File: src/rtl/bpsu_pkg.sv
// Shared types, constants and helper functions of the BMP pixel stream unpacker.
// Used by every module in this folder; depends on nothing.
package bpsu_pkg;

    localparam int unsigned MAX_WIDTH  = 4096;
    localparam int unsigned MAX_HEIGHT = 4096;
    localparam int unsigned COL_W      = $clog2(MAX_WIDTH);
    localparam int unsigned ROW_W      = $clog2(MAX_HEIGHT);
    localparam int unsigned DIM_W      = 13;
    localparam int unsigned CFG_IDX_W  = 3;
    localparam int unsigned CFG_DATA_W = 32;

    localparam logic [CFG_IDX_W-1:0] CFG_BPP    = 3'd0;
    localparam logic [CFG_IDX_W-1:0] CFG_WIDTH  = 3'd1;
    localparam logic [CFG_IDX_W-1:0] CFG_HEIGHT = 3'd2;
    localparam logic [CFG_IDX_W-1:0] CFG_RED    = 3'd3;
    localparam logic [CFG_IDX_W-1:0] CFG_GREEN  = 3'd4;
    localparam logic [CFG_IDX_W-1:0] CFG_BLUE   = 3'd5;
    localparam logic [CFG_IDX_W-1:0] CFG_ALPHA  = 3'd6;

    localparam logic [2:0]  BPP_MIN     = 3'd2;
    localparam logic [2:0]  BPP_MAX     = 3'd4;
    localparam logic [2:0]  BPP_RESET   = 3'd3;
    localparam logic [31:0] RED_RESET   = 32'h00FF_0000;
    localparam logic [31:0] GREEN_RESET = 32'h0000_FF00;
    localparam logic [31:0] BLUE_RESET  = 32'h0000_00FF;
    localparam logic [31:0] ALPHA_RESET = 32'hFF00_0000;

    typedef struct packed {
        logic [1:0]       bpp_last;
        logic [COL_W-1:0] last_col;
        logic [ROW_W-1:0] last_row;
        logic [1:0]       pad;
        logic [31:0]      red_mask;
        logic [31:0]      green_mask;
        logic [31:0]      blue_mask;
        logic [31:0]      alpha_mask;
        logic [4:0]       red_shift;
        logic [4:0]       green_shift;
        logic [4:0]       blue_shift;
        logic [4:0]       alpha_shift;
    } t_cfg;

    typedef struct packed {
        logic [31:0] word;
        logic        row_end;
        logic        image_end;
    } t_pix;

    function automatic logic [4:0] trailing_zeros(input logic [31:0] mask);
        logic [4:0] sh;
        sh = 5'd0;
        for (int i = 31; i >= 0; i--) begin
            if (mask[i]) begin
                sh = 5'(i);
            end
        end
        return sh;
    endfunction

    function automatic logic [7:0] extract_field(input logic [31:0] word,
                                                 input logic [31:0] mask,
                                                 input logic [4:0]  sh);
        logic [31:0] sel;
        sel = (word & mask) >> sh;
        return sel[7:0];
    endfunction

endpackage

File: src/rtl/bpsu_cfg_regs.sv
// Configuration registers of the BMP pixel stream unpacker with range clamping.
// Also keeps the trailing-zero shift of each channel mask. Depends on bpsu_pkg.
module bpsu_cfg_regs (
    input  logic                              i_clk,
    input  logic                              i_rst_n,
    input  logic                              i_cfg_we,
    input  logic [bpsu_pkg::CFG_IDX_W-1:0]    i_cfg_idx,
    input  logic [bpsu_pkg::CFG_DATA_W-1:0]   i_cfg_data,
    output bpsu_pkg::t_cfg                    o_cfg
);
    import bpsu_pkg::*;

    logic [2:0]       r_bpp;
    logic [COL_W-1:0] r_last_col;
    logic [ROW_W-1:0] r_last_row;
    logic [31:0]      r_red_mask, r_green_mask, r_blue_mask, r_alpha_mask;
    logic [4:0]       r_red_shift, r_green_shift, r_blue_shift, r_alpha_shift;

    logic [2:0]       n_bpp;
    logic [COL_W-1:0] n_last_col;
    logic [ROW_W-1:0] n_last_row;
    logic [4:0]       n_shift;
    logic [DIM_W-1:0] dim;
    logic [1:0]       width_lsb;
    logic [1:0]       row_bytes;

    always_comb begin
        dim = i_cfg_data[DIM_W-1:0];
        if (i_cfg_data[2:0] < BPP_MIN) begin
            n_bpp = BPP_MIN;
        end else if (i_cfg_data[2:0] > BPP_MAX) begin
            n_bpp = BPP_MAX;
        end else begin
            n_bpp = i_cfg_data[2:0];
        end
        if (dim == '0) begin
            n_last_col = '0;
        end else if (dim > DIM_W'(MAX_WIDTH)) begin
            n_last_col = COL_W'(MAX_WIDTH - 1);
        end else begin
            n_last_col = COL_W'(dim - DIM_W'(1));
        end
        if (dim == '0) begin
            n_last_row = '0;
        end else if (dim > DIM_W'(MAX_HEIGHT)) begin
            n_last_row = ROW_W'(MAX_HEIGHT - 1);
        end else begin
            n_last_row = ROW_W'(dim - DIM_W'(1));
        end
        n_shift = trailing_zeros(i_cfg_data);
    end

    always_ff @(posedge i_clk) begin
        if (!i_rst_n) begin
            r_bpp         <= BPP_RESET;
            r_last_col    <= '0;
            r_last_row    <= '0;
            r_red_mask    <= RED_RESET;
            r_green_mask  <= GREEN_RESET;
            r_blue_mask   <= BLUE_RESET;
            r_alpha_mask  <= ALPHA_RESET;
            r_red_shift   <= 5'd16;
            r_green_shift <= 5'd8;
            r_blue_shift  <= 5'd0;
            r_alpha_shift <= 5'd24;
        end else if (i_cfg_we) begin
            case (i_cfg_idx)
                CFG_BPP: begin
                    r_bpp <= n_bpp;
                end
                CFG_WIDTH: begin
                    r_last_col <= n_last_col;
                end
                CFG_HEIGHT: begin
                    r_last_row <= n_last_row;
                end
                CFG_RED: begin
                    r_red_mask  <= i_cfg_data;
                    r_red_shift <= n_shift;
                end
                CFG_GREEN: begin
                    r_green_mask  <= i_cfg_data;
                    r_green_shift <= n_shift;
                end
                CFG_BLUE: begin
                    r_blue_mask  <= i_cfg_data;
                    r_blue_shift <= n_shift;
                end
                CFG_ALPHA: begin
                    r_alpha_mask  <= i_cfg_data;
                    r_alpha_shift <= n_shift;
                end
                default: begin
                end
            endcase
        end
    end

    // Row padding is the two's complement of the row byte count modulo four.
    assign width_lsb = 2'(r_last_col[1:0] + 2'd1);
    assign row_bytes = 2'(width_lsb * r_bpp[1:0]);

    always_comb begin
        o_cfg             = '0;
        o_cfg.bpp_last    = 2'(r_bpp - 3'd1);
        o_cfg.last_col    = r_last_col;
        o_cfg.last_row    = r_last_row;
        o_cfg.pad         = 2'(2'd0 - row_bytes);
        o_cfg.red_mask    = r_red_mask;
        o_cfg.green_mask  = r_green_mask;
        o_cfg.blue_mask   = r_blue_mask;
        o_cfg.alpha_mask  = r_alpha_mask;
        o_cfg.red_shift   = r_red_shift;
        o_cfg.green_shift = r_green_shift;
        o_cfg.blue_shift  = r_blue_shift;
        o_cfg.alpha_shift = r_alpha_shift;
    end

endmodule

File: src/rtl/bpsu_assembler.sv
// Byte assembler of the BMP pixel stream unpacker: gathers pixel bytes, skips
// row padding, tracks column and row and registers each finished pixel word.
// Depends on bpsu_pkg.
module bpsu_assembler (
    input  logic            i_clk,
    input  logic            i_rst_n,
    input  bpsu_pkg::t_cfg  i_cfg,
    input  logic            i_in_valid,
    output logic            o_in_ready,
    input  logic [7:0]      i_data_byte,
    output logic            o_pix_valid,
    input  logic            i_pix_ready,
    output bpsu_pkg::t_pix  o_pix
);
    import bpsu_pkg::*;

    logic [23:0]      r_acc;
    logic [1:0]       r_pos;
    logic [COL_W-1:0] r_col;
    logic [ROW_W-1:0] r_row;
    logic [1:0]       r_pad;
    logic             r_pix_valid;
    t_pix             r_pix;

    logic        fire;
    logic        pad_byte;
    logic        last_byte;
    logic        row_end;
    logic        image_end;
    logic [31:0] n_word;

    assign o_in_ready = !r_pix_valid || i_pix_ready;
    assign fire       = i_in_valid && o_in_ready;
    assign pad_byte   = (r_pad != 2'd0);
    assign last_byte  = !pad_byte && (r_pos >= i_cfg.bpp_last);
    assign row_end    = (r_col >= i_cfg.last_col);
    assign image_end  = row_end && (r_row >= i_cfg.last_row);
    assign n_word     = {8'd0, r_acc} | ({24'd0, i_data_byte} << {r_pos, 3'b000});

    always_ff @(posedge i_clk) begin
        if (!i_rst_n) begin
            r_acc       <= '0;
            r_pos       <= '0;
            r_col       <= '0;
            r_row       <= '0;
            r_pad       <= '0;
            r_pix_valid <= 1'b0;
        end else begin
            if (fire && last_byte) begin
                r_pix_valid <= 1'b1;
            end else if (i_pix_ready) begin
                r_pix_valid <= 1'b0;
            end
            if (fire) begin
                if (pad_byte) begin
                    r_pad <= 2'(r_pad - 2'd1);
                end else if (!last_byte) begin
                    r_acc <= n_word[23:0];
                    r_pos <= 2'(r_pos + 2'd1);
                end else begin
                    r_acc <= '0;
                    r_pos <= '0;
                    if (row_end) begin
                        r_col <= '0;
                        r_pad <= i_cfg.pad;
                        r_row <= image_end ? '0 : ROW_W'(r_row + 1'b1);
                    end else begin
                        r_col <= COL_W'(r_col + 1'b1);
                    end
                end
            end
        end
    end

    always_ff @(posedge i_clk) begin
        if (fire && last_byte) begin
            r_pix.word      <= n_word;
            r_pix.row_end   <= row_end;
            r_pix.image_end <= image_end;
        end
    end

    assign o_pix_valid = r_pix_valid;
    assign o_pix       = r_pix;

    a_pad_after_pixel: assert property (@(posedge i_clk) disable iff (!i_rst_n)
        r_pad != 2'd0 |-> r_pos == 2'd0)
        else $error("padding pending with a partial pixel");

    a_pixel_closes: assert property (@(posedge i_clk) disable iff (!i_rst_n)
        fire && last_byte |=> r_pos == 2'd0 && r_acc == 24'd0 && r_pix_valid)
        else $error("finished pixel did not clear the assembler");

    a_pix_hold: assert property (@(posedge i_clk) disable iff (!i_rst_n)
        r_pix_valid && !i_pix_ready |=> r_pix_valid && $stable(r_pix))
        else $error("stalled pixel word lost or changed");

    a_image_end_row_end: assert property (@(posedge i_clk) disable iff (!i_rst_n)
        r_pix_valid |-> !r_pix.image_end || r_pix.row_end)
        else $error("image end without row end");

endmodule

File: src/rtl/bpsu_extract.sv
// Channel extraction and output register of the BMP pixel stream unpacker.
// Masks and shifts each channel out of the pixel word. Depends on bpsu_pkg.
module bpsu_extract (
    input  logic            i_clk,
    input  logic            i_rst_n,
    input  bpsu_pkg::t_cfg  i_cfg,
    input  logic            i_pix_valid,
    output logic            o_pix_ready,
    input  bpsu_pkg::t_pix  i_pix,
    output logic            o_out_valid,
    input  logic            i_out_ready,
    output logic [7:0]      o_red_value,
    output logic [7:0]      o_green_value,
    output logic [7:0]      o_blue_value,
    output logic [7:0]      o_alpha_value,
    output logic            o_row_end,
    output logic            o_image_end
);
    import bpsu_pkg::*;

    logic       r_valid;
    logic [7:0] r_red, r_green, r_blue, r_alpha;
    logic       r_row_end, r_image_end;
    logic       load;

    assign o_pix_ready = !r_valid || i_out_ready;
    assign load        = i_pix_valid && o_pix_ready;

    always_ff @(posedge i_clk) begin
        if (!i_rst_n) begin
            r_valid <= 1'b0;
        end else if (o_pix_ready) begin
            r_valid <= i_pix_valid;
        end
    end

    always_ff @(posedge i_clk) begin
        if (load) begin
            r_red       <= extract_field(i_pix.word, i_cfg.red_mask, i_cfg.red_shift);
            r_green     <= extract_field(i_pix.word, i_cfg.green_mask, i_cfg.green_shift);
            r_blue      <= extract_field(i_pix.word, i_cfg.blue_mask, i_cfg.blue_shift);
            r_alpha     <= extract_field(i_pix.word, i_cfg.alpha_mask, i_cfg.alpha_shift);
            r_row_end   <= i_pix.row_end;
            r_image_end <= i_pix.image_end;
        end
    end

    assign o_out_valid   = r_valid;
    assign o_red_value   = r_red;
    assign o_green_value = r_green;
    assign o_blue_value  = r_blue;
    assign o_alpha_value = r_alpha;
    assign o_row_end     = r_row_end;
    assign o_image_end   = r_image_end;

endmodule

File: src/rtl/bmp_pixel_stream_unpacker.sv
// Top level of the BMP pixel stream unpacker.
// Instantiates bpsu_cfg_regs, bpsu_assembler and bpsu_extract; depends on bpsu_pkg.
//
// The input channel (i_in_valid, o_in_ready, i_data_byte) takes one byte of the
// BMP pixel array per request, rows in file order, row padding included. The
// output channel (o_out_valid, i_out_ready) delivers one request per pixel with
// the red, green, blue and alpha fields and the row-end and image-end flags.
// Padding bytes and the leading bytes of a pixel produce no output request.
// The configuration port writes register i_cfg_idx with i_cfg_data whenever
// i_cfg_we is high; it is meant to be used while the block is idle.
// One byte is accepted in every cycle while o_in_ready is high. After its last
// byte is accepted, a pixel passes through the pixel word register of the
// assembler and then the output register after channel extraction.
// When the receiver stalls, both registers fill and then o_in_ready drops; no
// request is lost and the input resumes at full rate once i_out_ready returns.
// Synchronous reset clears the counters, the partial pixel and both valid bits
// and loads the default configuration: 24-bit pixels, a one by one image and
// the standard red, green, blue and alpha masks.
module bmp_pixel_stream_unpacker (
    input  logic                              i_clk,
    input  logic                              i_rst_n,
    input  logic                              i_cfg_we,
    input  logic [bpsu_pkg::CFG_IDX_W-1:0]    i_cfg_idx,
    input  logic [bpsu_pkg::CFG_DATA_W-1:0]   i_cfg_data,
    input  logic                              i_in_valid,
    output logic                              o_in_ready,
    input  logic [7:0]                        i_data_byte,
    output logic                              o_out_valid,
    input  logic                              i_out_ready,
    output logic [7:0]                        o_red_value,
    output logic [7:0]                        o_green_value,
    output logic [7:0]                        o_blue_value,
    output logic [7:0]                        o_alpha_value,
    output logic                              o_row_end,
    output logic                              o_image_end
);
    import bpsu_pkg::*;

    t_cfg cfg;
    t_pix pix;
    logic pix_valid;
    logic pix_ready;

    bpsu_cfg_regs u_cfg (
        .i_clk      (i_clk),
        .i_rst_n    (i_rst_n),
        .i_cfg_we   (i_cfg_we),
        .i_cfg_idx  (i_cfg_idx),
        .i_cfg_data (i_cfg_data),
        .o_cfg      (cfg)
    );

    bpsu_assembler u_asm (
        .i_clk       (i_clk),
        .i_rst_n     (i_rst_n),
        .i_cfg       (cfg),
        .i_in_valid  (i_in_valid),
        .o_in_ready  (o_in_ready),
        .i_data_byte (i_data_byte),
        .o_pix_valid (pix_valid),
        .i_pix_ready (pix_ready),
        .o_pix       (pix)
    );

    bpsu_extract u_ext (
        .i_clk         (i_clk),
        .i_rst_n       (i_rst_n),
        .i_cfg         (cfg),
        .i_pix_valid   (pix_valid),
        .o_pix_ready   (pix_ready),
        .i_pix         (pix),
        .o_out_valid   (o_out_valid),
        .i_out_ready   (i_out_ready),
        .o_red_value   (o_red_value),
        .o_green_value (o_green_value),
        .o_blue_value  (o_blue_value),
        .o_alpha_value (o_alpha_value),
        .o_row_end     (o_row_end),
        .o_image_end   (o_image_end)
    );

endmodule
File: config.mk
export PLATFORM = sky130hd
export DESIGN_NAME = bmp_pixel_stream_unpacker
export DESIGN_NICKNAME = d
export VERILOG_FILES = /design/src/rtl/bpsu_pkg.sv /design/src/rtl/bpsu_cfg_regs.sv /design/src/rtl/bpsu_assembler.sv /design/src/rtl/bpsu_extract.sv /design/src/rtl/bmp_pixel_stream_unpacker.sv
export SDC_FILE = /design/constraint.sdc
export NUM_CORES = 1
export LEC_CHECK = 0
export ABC_AREA = 1
export BUFFER_PORTS_ARGS = -buffer_cell sky130_fd_sc_hd__buf_4
export CAP_MARGIN = 20
export CELL_PAD_IN_SITES_DETAIL_PLACEMENT = 1
export CELL_PAD_IN_SITES_GLOBAL_PLACEMENT = 1
export CORE_MARGIN = 5
export CORE_UTILIZATION = 34
export DETAILED_ROUTE_END_ITERATION = 8
export GPL_ROUTABILITY_DRIVEN = 0
export GPL_TIMING_DRIVEN = 0
export PLACE_DENSITY = 0.65
export SLEW_MARGIN = 20
export SYNTH_ARGS = -nofsm -noshare
export SYNTH_HDL_FRONTEND = slang
export SYNTH_SLANG_ARGS = --single-unit
export TNS_END_PERCENT = 30
File: constraint.sdc
create_clock -name i_clk -period 3.94 [get_ports i_clk]
set_input_delay 1.182 -clock i_clk [delete_from_list [all_inputs] [get_ports i_clk]]
set_output_delay 1.182 -clock i_clk [all_outputs]
set_load 0.02 [all_outputs]
# Yosys cells after proc, flatten, opt, wreduce, memory -nomap -nowiden
# Index checks and enable logic that the tools add are counted.
# Widths: inputs -> output; s select.
# totals
register_bits,296
in_bits,48
out_inout_bits,36
word_cells,131
# classes
add_sub_neg,8
mul,1
n_lt_le_gt_ge,6
eq_ne,6
n_shift,5
mux,45
bitwise,6
n_reduce_logical,27
# ops
cell,count
$mux 5,32
$and 32x32->32,4
$shr 32x5->8,4
$mux 12,4
$or 24x32->32,1
$shl 8x5->32,1
$add 12x1->12 const B,2
$ge 12x12->1,2
$mux 24,1
$reduce_and 2->1,8
$gt 13x13->1 const B,1
$logic_not 13->1,1
$mux 2,6
$sub 12x1->12 const B,1
$eq 3x3->1 const B,3
$reduce_bool 2->1,4
$eq 3x2->1 const B,2
$reduce_and 3->1,2
$logic_and 1x1->1,5
$add 2x1->2 const B,2
$reduce_and 4->1,1
$sub 2x1->2 const B,2
$eq 3x1->1 const B,1
$gt 3x3->1 const B,1
9 further kinds,13

# Depth between registers and ports, before layout
# Gate-level depths: netlist of the first run.
# logic_depth
word_depth,32
ltp_mapped,33
ltp_nobuf,33

# By module
# From an unflattened synthesis of the first run, not the netlist that was laid out.
# unflattened
cells_unflattened,2681
area_unflattened_um2,17578.1
# modules_own_cells
mod,instances,cells_per_inst,area_each_um2,seq_area_each_um2
bpsu_extract,1,1394,6949.2,1041.0
bpsu_cfg_regs,1,764,6311.1,3483.3
bpsu_assembler,1,523,4317.9,2082.0

# Worst setup path after synthesis of the first run
# OpenSTA, ideal clock, no wires.
# synth_timing
path_type,input port to flip-flop
start,input port i_out_ready
end,register u_asm.r_row[11]
setup_time_ps,116
arrival_time_ps,3460
t_required_ps,3824
setup_slack_ps,364
path_stages,15
path_buffers,0
path_cell_list,inv_2 nand3_1 nand2_1 nor2_4 inv_2 nor2_4 nand2_2 nor2_1 nand3_1 nor2_1 inv_2 nor2_1 nand2_1 o21ai_1 a21oi_1
# synth_via
elab_chain_len,4
# synth_lines
item,line_no,rtl
from (decl),bmp_pixel_stream_unpacker.sv:29,"input logic i_out_ready,"
$logic_or 1x1->1,bpsu_extract.sv:26,assign o_pix_ready = !r_valid || i_out_ready;
$logic_or 1x1->1,bpsu_assembler.sv:32,assign o_in_ready = !r_pix_valid || i_pix_ready;
net o_in_ready,bmp_pixel_stream_unpacker.sv:26,"output logic o_in_ready,"
$logic_and 1x1->1,bpsu_assembler.sv:33,assign fire = i_in_valid && o_in_ready;
$reduce_and 4->1 (no source line),n/a,
to (signal assigned),bpsu_assembler.sv:66,r_row <= image_end ? '0 : ROW_W'(r_row + 1'b1);
to (decl),bpsu_assembler.sv:20,logic [ROW_W-1:0] r_row;
# The timed path passes the listed nets, and every way through them passes these cells.
# A chain may end at the register's enable or synchronous reset.

# Final worst setup path of the first run
# layout_timing
start,register u_asm.r_pos[0]
end,register u_asm.r_row[11]
# layout_via
elab_chain_len,3
# layout_lines
item,line_no,rtl
from (decl),bpsu_assembler.sv:18,logic [1:0] r_pos;
from (signal assigned),bpsu_assembler.sv:59,r_pos <= 2'(r_pos + 2'd1);
$ge 2x2->1,bpsu_assembler.sv:35,assign last_byte = !pad_byte && (r_pos >= i_cfg.bpp_last);
$logic_and 1x1->1,bpsu_assembler.sv:35,
$reduce_and 4->1 (no source line),n/a,
# No other way between the ends.

==> impl_metrics.env, run 1 <==
export IMPL_holdWs_ns=0.4194
export IMPL_grt_max_degree=21
export IMPL_cpMaxStageDelayCell="nor2_4"
export IMPL_ir_drop_v=0.0002788
export IMPL_critPathMostFrequentCell="nor2_1"
export IMPL_rsz0062_at_grt="no"
export IMPL_cts_tree="yes"
export IMPL_cts_root_buf="clkbuf_16"
export IMPL_power_share_clock_pct=45.1
export IMPL_critPathLaunch="u_asm.r_pos[0]"
export IMPL_vias_per_cell=5.554
export IMPL_power_frac_seq_pct=41.5
export IMPL_required_ns=4.38
export IMPL_yosysWarnings=0
export IMPL_power_density_mw_per_mm2=424.0
export IMPL_area_growth_pct=17.16
export IMPL_power_internal_mw=5.786
export IMPL_insertion_delay_ns=0.56
export IMPL_hold_violations=0
export IMPL_swShare_pct=28.93
export IMPL_row_count=80
export IMPL_dr_pass1_iters=5
export IMPL_clkSinkCount=296
export IMPL_synth_most_common_cell="nand2_1"
export IMPL_crit_chain="clkbuf_1 > clkinvlp_4 > ha_1 > nor2_1 > inv_1 > a21oi_1 > nor2_4 > nand2_2 > nor2_1 > nand3_1 > nor2_1 > inv_2 > nor2_1 > nand2_1 > o21ai_1 > a21oi_1"
export IMPL_clk_pin_slew_ns=0.06
export IMPL_worstMarginPinSlew_ns=1.134
export IMPL_post_drt_wl_per_cell_um=22.22
export IMPL_die_y_um=229.6
export IMPL_synth_area_leaders="dfxtp_1, nand2_1, edfxtp_1"
export IMPL_maxCapViolCount=0
export IMPL_ios=84
export IMPL_first_iter_violations=1460
export IMPL_seq_area_frac_synth_pct=40.31
export IMPL_synth_edf_count=68
export IMPL_dp_hpwl_um=52300
export IMPL_reg2reg_from="u_asm.r_pos[0]"
export IMPL_synth_nets=2438
export IMPL_synth_top_cell_by_area="dfxtp_1"
export IMPL_antenna_found_initial=0
export IMPL_rr_worst_depth=16
export IMPL_n_fill_cell=6085
export IMPL_r2r_end="u_asm.r_row[11]"
export IMPL_first_global_vias=17727
export IMPL_fin_nets=2566
export IMPL_clock_skew_ns=0.02128
export IMPL_cp_end_kind="flop"
export IMPL_die_w_um=229.6
export IMPL_setup_viol=0
export IMPL_cp_start_kind="flop"
export IMPL_design_die_area_sq_mm=0.05270
export IMPL_core_sq_mm=0.04775
export IMPL_period_share_pct=90.71
export IMPL_floorplan_initialDensity_pct=34.33
export IMPL_drcViolationCount=0
export IMPL_max_stage_delay_ns=0.44
export IMPL_power_frac_comb_pct=13.5
export IMPL_hold_class="flop to flop"
export IMPL_fmax_mhz=279.8
export IMPL_overflow=0
export IMPL_power_total_mw=8.142
export IMPL_power_switching_mw=2.355
export IMPL_numCtsBuffers=38
export IMPL_syn_area_sq_mm=0.01639
export IMPL_ant_nets=0
export IMPL_reg2reg_setup_slack_ns=0.37
export IMPL_syn_inst=2361
export IMPL_ys_flop_type="dfxtp_1"
export IMPL_drt_total_wl_um=69650
export IMPL_grt_first_pass_wirelength_um=105400
export IMPL_avgSynthCellArea_sq_um=6.942
export IMPL_cp_endpoint="u_asm.r_row[11]"
export IMPL_slew_headroom_pct=23.72
export IMPL_drive_gt1_share_pct=7.860
export IMPL_synth_seq_cells=296
export IMPL_diodes=0
export IMPL_cts_buffer_depth=3
export IMPL_htreeDepth=2
export IMPL_min_period_ns=3.574
export IMPL_synth_cell_types=49
export IMPL_cp_arrival_ns=4.01
export IMPL_cp_max_fo=10
export IMPL_via_count=17406
export IMPL_async_flop_share_pct=0
export IMPL_leakage_nw=8.579
export IMPL_io_buffers=83
export IMPL_final_area_sq_mm=0.01920
export IMPL_status="finished clean"
export IMPL_synth_commonest_cells="nand2_1, o21ai_0, dfxtp_1, inv_1, a21oi_1"
export IMPL_dpl_instance_area_sq_mm=0.01787
export IMPL_synth_top_cell_area_share_pct=27.85
export IMPL_post_cts_buffers=0
export IMPL_hold_buffers=0
export IMPL_finalMaxSlewViolations=0
export IMPL_path_class="flop to flop"
export IMPL_track_usage_pct=25.64
-- per-stage QoR --
step | setup WS (ns) | setup TNS [ns] | utilization, % | std cells
after detailed placement | -0.3788 | -3.028 | 37.42 | 3062
after global routing | 0.03371 | 0 | 40.22 | 3134
after global placement | -1.198 | -46.34 | 37.24 | 3059
final | 0.3659 | 0 | 40.22 | 3134
after floorplan | 0.3641 | 0 | - | 2361
after CTS | 0.1518 | 0 | 40.20 | 3133
-- worst max-delay path: cells and delay by family, from the launching register on --
kind / cells / cell delay, ns
and+or+nand+nor: 8 / 1.49
adders and majority gates: 1 / 0.37
AOI/OAI and AO/OA: 3 / 0.40
DFF: 1 / 0.30
buffers and inverters: 4 / 0.86
-- registers in the layout, indices dropped and copies added (netlist names), 2 cells and up --
register,count
u_ext.o_alpha_value,8
u_cfg.r_red_shift,5
u_ext.o_green_value,8
u_cfg.r_alpha_mask,32
u_cfg.r_red_mask,32
u_cfg.r_last_col,12
u_cfg.r_green_shift,5
u_cfg.r_green_mask,32
u_cfg.r_bpp,2
u_cfg.r_alpha_shift,5
u_asm.r_col,12
u_asm.r_row,12
u_ext.o_red_value,8
u_asm.r_pad,2
u_asm.r_pos,2
u_cfg.r_blue_mask,32
u_ext.o_blue_value,8
u_asm.r_acc,24
u_cfg.r_blue_shift,5
u_cfg.r_last_row,12
u_asm.o_pix,34
-- kinds of logic after synthesis --
kind of cell             share of synthesized area (%)
AO/OA/AOI/OAI                                    27.27
XOR/XNOR                                        0.7482
adder cells (fa/ha/maj)                          2.214
buffers and inverters                            9.199
flip-flops                                       40.31
multiplexers                                    0.7939
AND/OR/NAND/NOR                                  19.47
-- what timing repair did --
action | 4_1_cts | 5_1_grt
resized for setup | 0 | 1
endpoints found under the setup margin | 11 | 5
pin swaps | 1 | 1
gates cloned | 1 | 1
-- layer usage --
metal	vias up	wire length [um]	GRT usage, %
li1	8210	-	-
met3	161	4724	3.963
met4	0	2931	9.773
met2	553	31740	41.81
met5	-	0	0
met1	8482	30260	34.31
-- power groups by stage --
stage          logic (mW)  registers (mW)  clock network (mW)
6_report             1.10            3.38                3.67
5_1_grt              1.21            3.38                3.87
4_1_cts              1.09            3.37                3.74
3_5_place_dp         1.08            3.43                   0
3_3_place_gp         1.04            3.43                   0
2_1_floorplan       0.652            3.38                   0
-- final cells by class --
| class | count | area (sq um) | area share (%) |
|---|---|---|---|
| well taps | 615 | 769.5 | 4.007 |
| plain buffers | 132 | 495.5 | 2.580 |
| multi-input cells | 1667 | 8310 | 43.28 |
| clock inverters | 18 | 192.7 | 1.003 |
| clock buffers | 52 | 1126 | 5.864 |
| repair buffers | 86 | 685.7 | 3.571 |
| flip-flops and latches | 296 | 6606 | 34.40 |
| inverters | 268 | 1016 | 5.291 |
-- placed cells by master (no fill, tap or decap), types with 9 or more instances in the layout --
| cell type | count |
|---|---|
| inv_1 | 228 |
| inv_2 | 22 |
| dfxtp_1 | 228 |
| ha_1 | 29 |
| o21ai_0 | 360 |
| nor2_1 | 142 |
| nand2_1 | 581 |
| buf_4 | 84 |
| clkbuf_1 | 127 |
| o21ai_1 | 65 |
| a21oi_1 | 208 |
| nand3_1 | 46 |
| clkinv_2 | 10 |
| nor3_1 | 9 |
| o2111ai_1 | 14 |
| clkinv_1 | 15 |
| o21bai_1 | 17 |
| xor2_1 | 12 |
| a31oi_1 | 31 |
| mux2i_1 | 13 |
| buf_1 | 9 |
| clkbuf_16 | 40 |
| edfxtp_1 | 68 |
| o211ai_1 | 61 |
-- how the worst min path moves through the flow --
stage / slack, ns / cells after the start / endpoint / from
4_1_cts: 0.42 / 0 / u_ext.o_image_end / u_asm.o_pix[0]
3_5_place_dp: 0.41 / 0 / u_ext.o_image_end / u_asm.o_pix[0]
3_3_place_gp: 0.42 / 0 / u_ext.o_row_end / u_asm.o_pix[1]
2_1_floorplan: 0.40 / 0 / u_ext.o_image_end / u_asm.o_pix[0]
5_1_grt: 0.42 / 0 / u_ext.o_image_end / u_asm.o_pix[0]
6_report: 0.42 / 0 / u_ext.o_image_end / u_asm.o_pix[0]
Power figures use the tool's default switching activity.
==> inputs of run 2 (changes only) <==
--- a/config.mk
+++ b/config.mk
@@ -10,6 +10,7 @@
 export CAP_MARGIN = 20
 export CELL_PAD_IN_SITES_DETAIL_PLACEMENT = 1
 export CELL_PAD_IN_SITES_GLOBAL_PLACEMENT = 1
+export CORE_ASPECT_RATIO = 1.2
 export CORE_MARGIN = 5
 export CORE_UTILIZATION = 34
 export DETAILED_ROUTE_END_ITERATION = 8
==> run 2 against run 1 <==
Net effect: flip-flop and latch count stayed put; clock skew is 0.0087 ns lower; sequential share of layout area is 0.22 points higher; wire length is 1.2% lower; worst hold slack better by 0.022 ns; die area hardly changed; critical path type unchanged; critical endpoint is now u_asm.r_row[10]; highest routed layer unchanged.
==> impl_metrics.env, run 2 (same netlist as run 1, synthesis figures left out) <==
export IMPL_antenna_found_initial=0
export IMPL_cts_root_buf="clkbuf_16"
export IMPL_fin_nets=2564
export IMPL_ant_nets=0
export IMPL_first_global_vias=17350
export IMPL_use_met1_pct=31.66
export IMPL_floorplan_initialDensity_pct=34.22
export IMPL_rsz0062_at_grt="no"
export IMPL_hold_class="flop to flop"
export IMPL_cp_end_kind="flop"
export IMPL_core_sq_mm=0.04790
export IMPL_vias_per_cell=5.448
export IMPL_final_instance_count_excl_fill=3144
export IMPL_cp_start_kind="flop"
export IMPL_drt_total_wl_um=68840
export IMPL_dr_pass1_iters=5
export IMPL_numCtsBuffers=36
export IMPL_largest_reg_flops=34
export IMPL_overflow=0
export IMPL_n_fill_cell=6099
export IMPL_setup_tns_ns=0
export IMPL_via_count=17128
export IMPL_path_class="flop to flop"
export IMPL_design_die_area_sq_mm=0.05271
export IMPL_track_usage_pct=25.21
export IMPL_clk_pin_slew_ns=0.06
export IMPL_maxCapViolCount=0
export IMPL_leakage_nw=8.527
export IMPL_final_common_cell="nand2_1"
export IMPL_htreeDepth=2
export IMPL_drive_gt1_share_pct=7.717
export IMPL_setup_viol=0
export IMPL_cp_arrival_ns=3.90
export IMPL_first_iter_violations=1156
export IMPL_post_place_cells=3079
export IMPL_dp_hpwl_um=52210
export IMPL_met2_usage_pct=43.95
export IMPL_fmax_mhz=286.6
export IMPL_fin_ws_ns=0.4503
export IMPL_cp_max_fo=11
export IMPL_hold_buffers=0
export IMPL_power_density_mw_per_mm2=409.7
export IMPL_final_cell_mix="nand2_1, o21ai_0, inv_1, dfxtp_1, a21oi_1"
export IMPL_hold_violations=0
export IMPL_ios=84
export IMPL_register_area_sq_mm=0.006606
export IMPL_post_cts_buffers=0
export IMPL_cts_buffer_depth=3
export IMPL_final_util_pct=39.84
export IMPL_worstMarginPinSlew_ns=1.082
export IMPL_die_y_um=250.5
export IMPL_die_w_um=210.4
export IMPL_clock_skew_ns=0.01258
export IMPL_grt_first_pass_wirelength_um=102300
export IMPL_clkSinkCount=296
export IMPL_finalMaxSlewViolations=0
export IMPL_slew_headroom_pct=27.88
export IMPL_multi_input_area_sq_mm=0.008294
export IMPL_io_buffers=83
export IMPL_min_period_ns=3.490
export IMPL_dpl_worst_slack_ns=0.2402
export IMPL_row_count=88
export IMPL_status="finished clean"
export IMPL_busiest_layer="met2"
export IMPL_area_growth_pct=16.43
export IMPL_max_stage_delay_ns=0.42
export IMPL_post_drt_wl_per_cell_um=21.90
export IMPL_crit_chain="clkbuf_1 > clkinvlp_4 > ha_1 > nor2_1 > inv_1 > a21oi_1 > nor2_4 > nand2_2 > nor3_2 > nand3_1 > nor2_1 > nand3_1 > nor3b_1 > nor3_1"
export IMPL_period_share_pct=88.57
export IMPL_grt_util_met3_pct=3.470
export IMPL_required_ns=4.35
export IMPL_grt_max_degree=30
export IMPL_ir_drop_v=0.0002692
export IMPL_diodes=0
export IMPL_drcViolationCount=0
export IMPL_insertion_delay_ns=0.56
export IMPL_cts_tree="yes"
export IMPL_cpMaxStageDelayCell="clkbuf_1"
-- run 2: final timing paths --
check	startpoint	to	slack [ns]	depth (start not counted)
worst max-delay path	u_asm.r_pos[0]	u_asm.r_row[10]	0.45	14
worst min-delay path	u_asm.o_pix[0]	u_ext.o_image_end	0.44	0
worst max register to register	u_asm.r_pos[0]	u_asm.r_row[10]	0.45	14
worst min register to register	u_asm.o_pix[0]	u_ext.o_image_end	0.44	0
-- run 2: metal layers --
| metal | share of wire, % | routed length, um | vias to the layer above |
|---|---|---|---|
| li1 | - | - | 8192 |
| met1 | 42 | 28800 | 8333 |
| met2 | 49 | 33700 | 466 |
| met3 | 5.4 | 3710 | 137 |
| met4 | 3.8 | 2631 | 0 |
| met5 | 0 | 0 | - |
-- run 2: cell type report --
cell class	instances	area share, %
Clock buffer	48	5.501
Tap cell	630	4.131
Inverter	268	5.324
Clock inverter	17	0.6229
Multi-Input combinational cell	1665	43.47
Timing Repair Buffer	88	3.737
Sequential cell	296	34.62
Buffer	132	2.597
-- run 2: stage by stage --
step / area, sq um / hold slack, ns / power [mW]
floorplan: 16390 / 0.4003 / 4.028
global placement: 17800 / 0.4146 / 4.474
detailed placement: 17910 / 0.4372 / 4.512
CTS: 19080 / 0.4454 / 7.875
global route: 19080 / 0.4527 / 8.129
finish: 19080 / 0.4415 / 7.817
-- run 2: worst max-delay path, delay by kind of cell, from the launching register on --
family | cells | cell delay [ns]
compound gates | 1 | 0.12
fa+ha+maj | 1 | 0.36
buf+inv | 3 | 0.86
flops | 1 | 0.30
simple gates | 9 | 1.68
-- run 2: timing repair --
action / CTS / global route
endpoints found under the setup margin: 0 / 1
gates resized for setup: 0 / 1
endpoints found under the hold margin: 0 / 0
-- run 2: power by group --
group          total [mW]  switching, mW  internal [mW]
Combinational        1.09          0.759          0.330
Clock                3.36           1.41           1.95
Sequential           3.37          0.126           3.25
Total                7.82           2.29           5.52
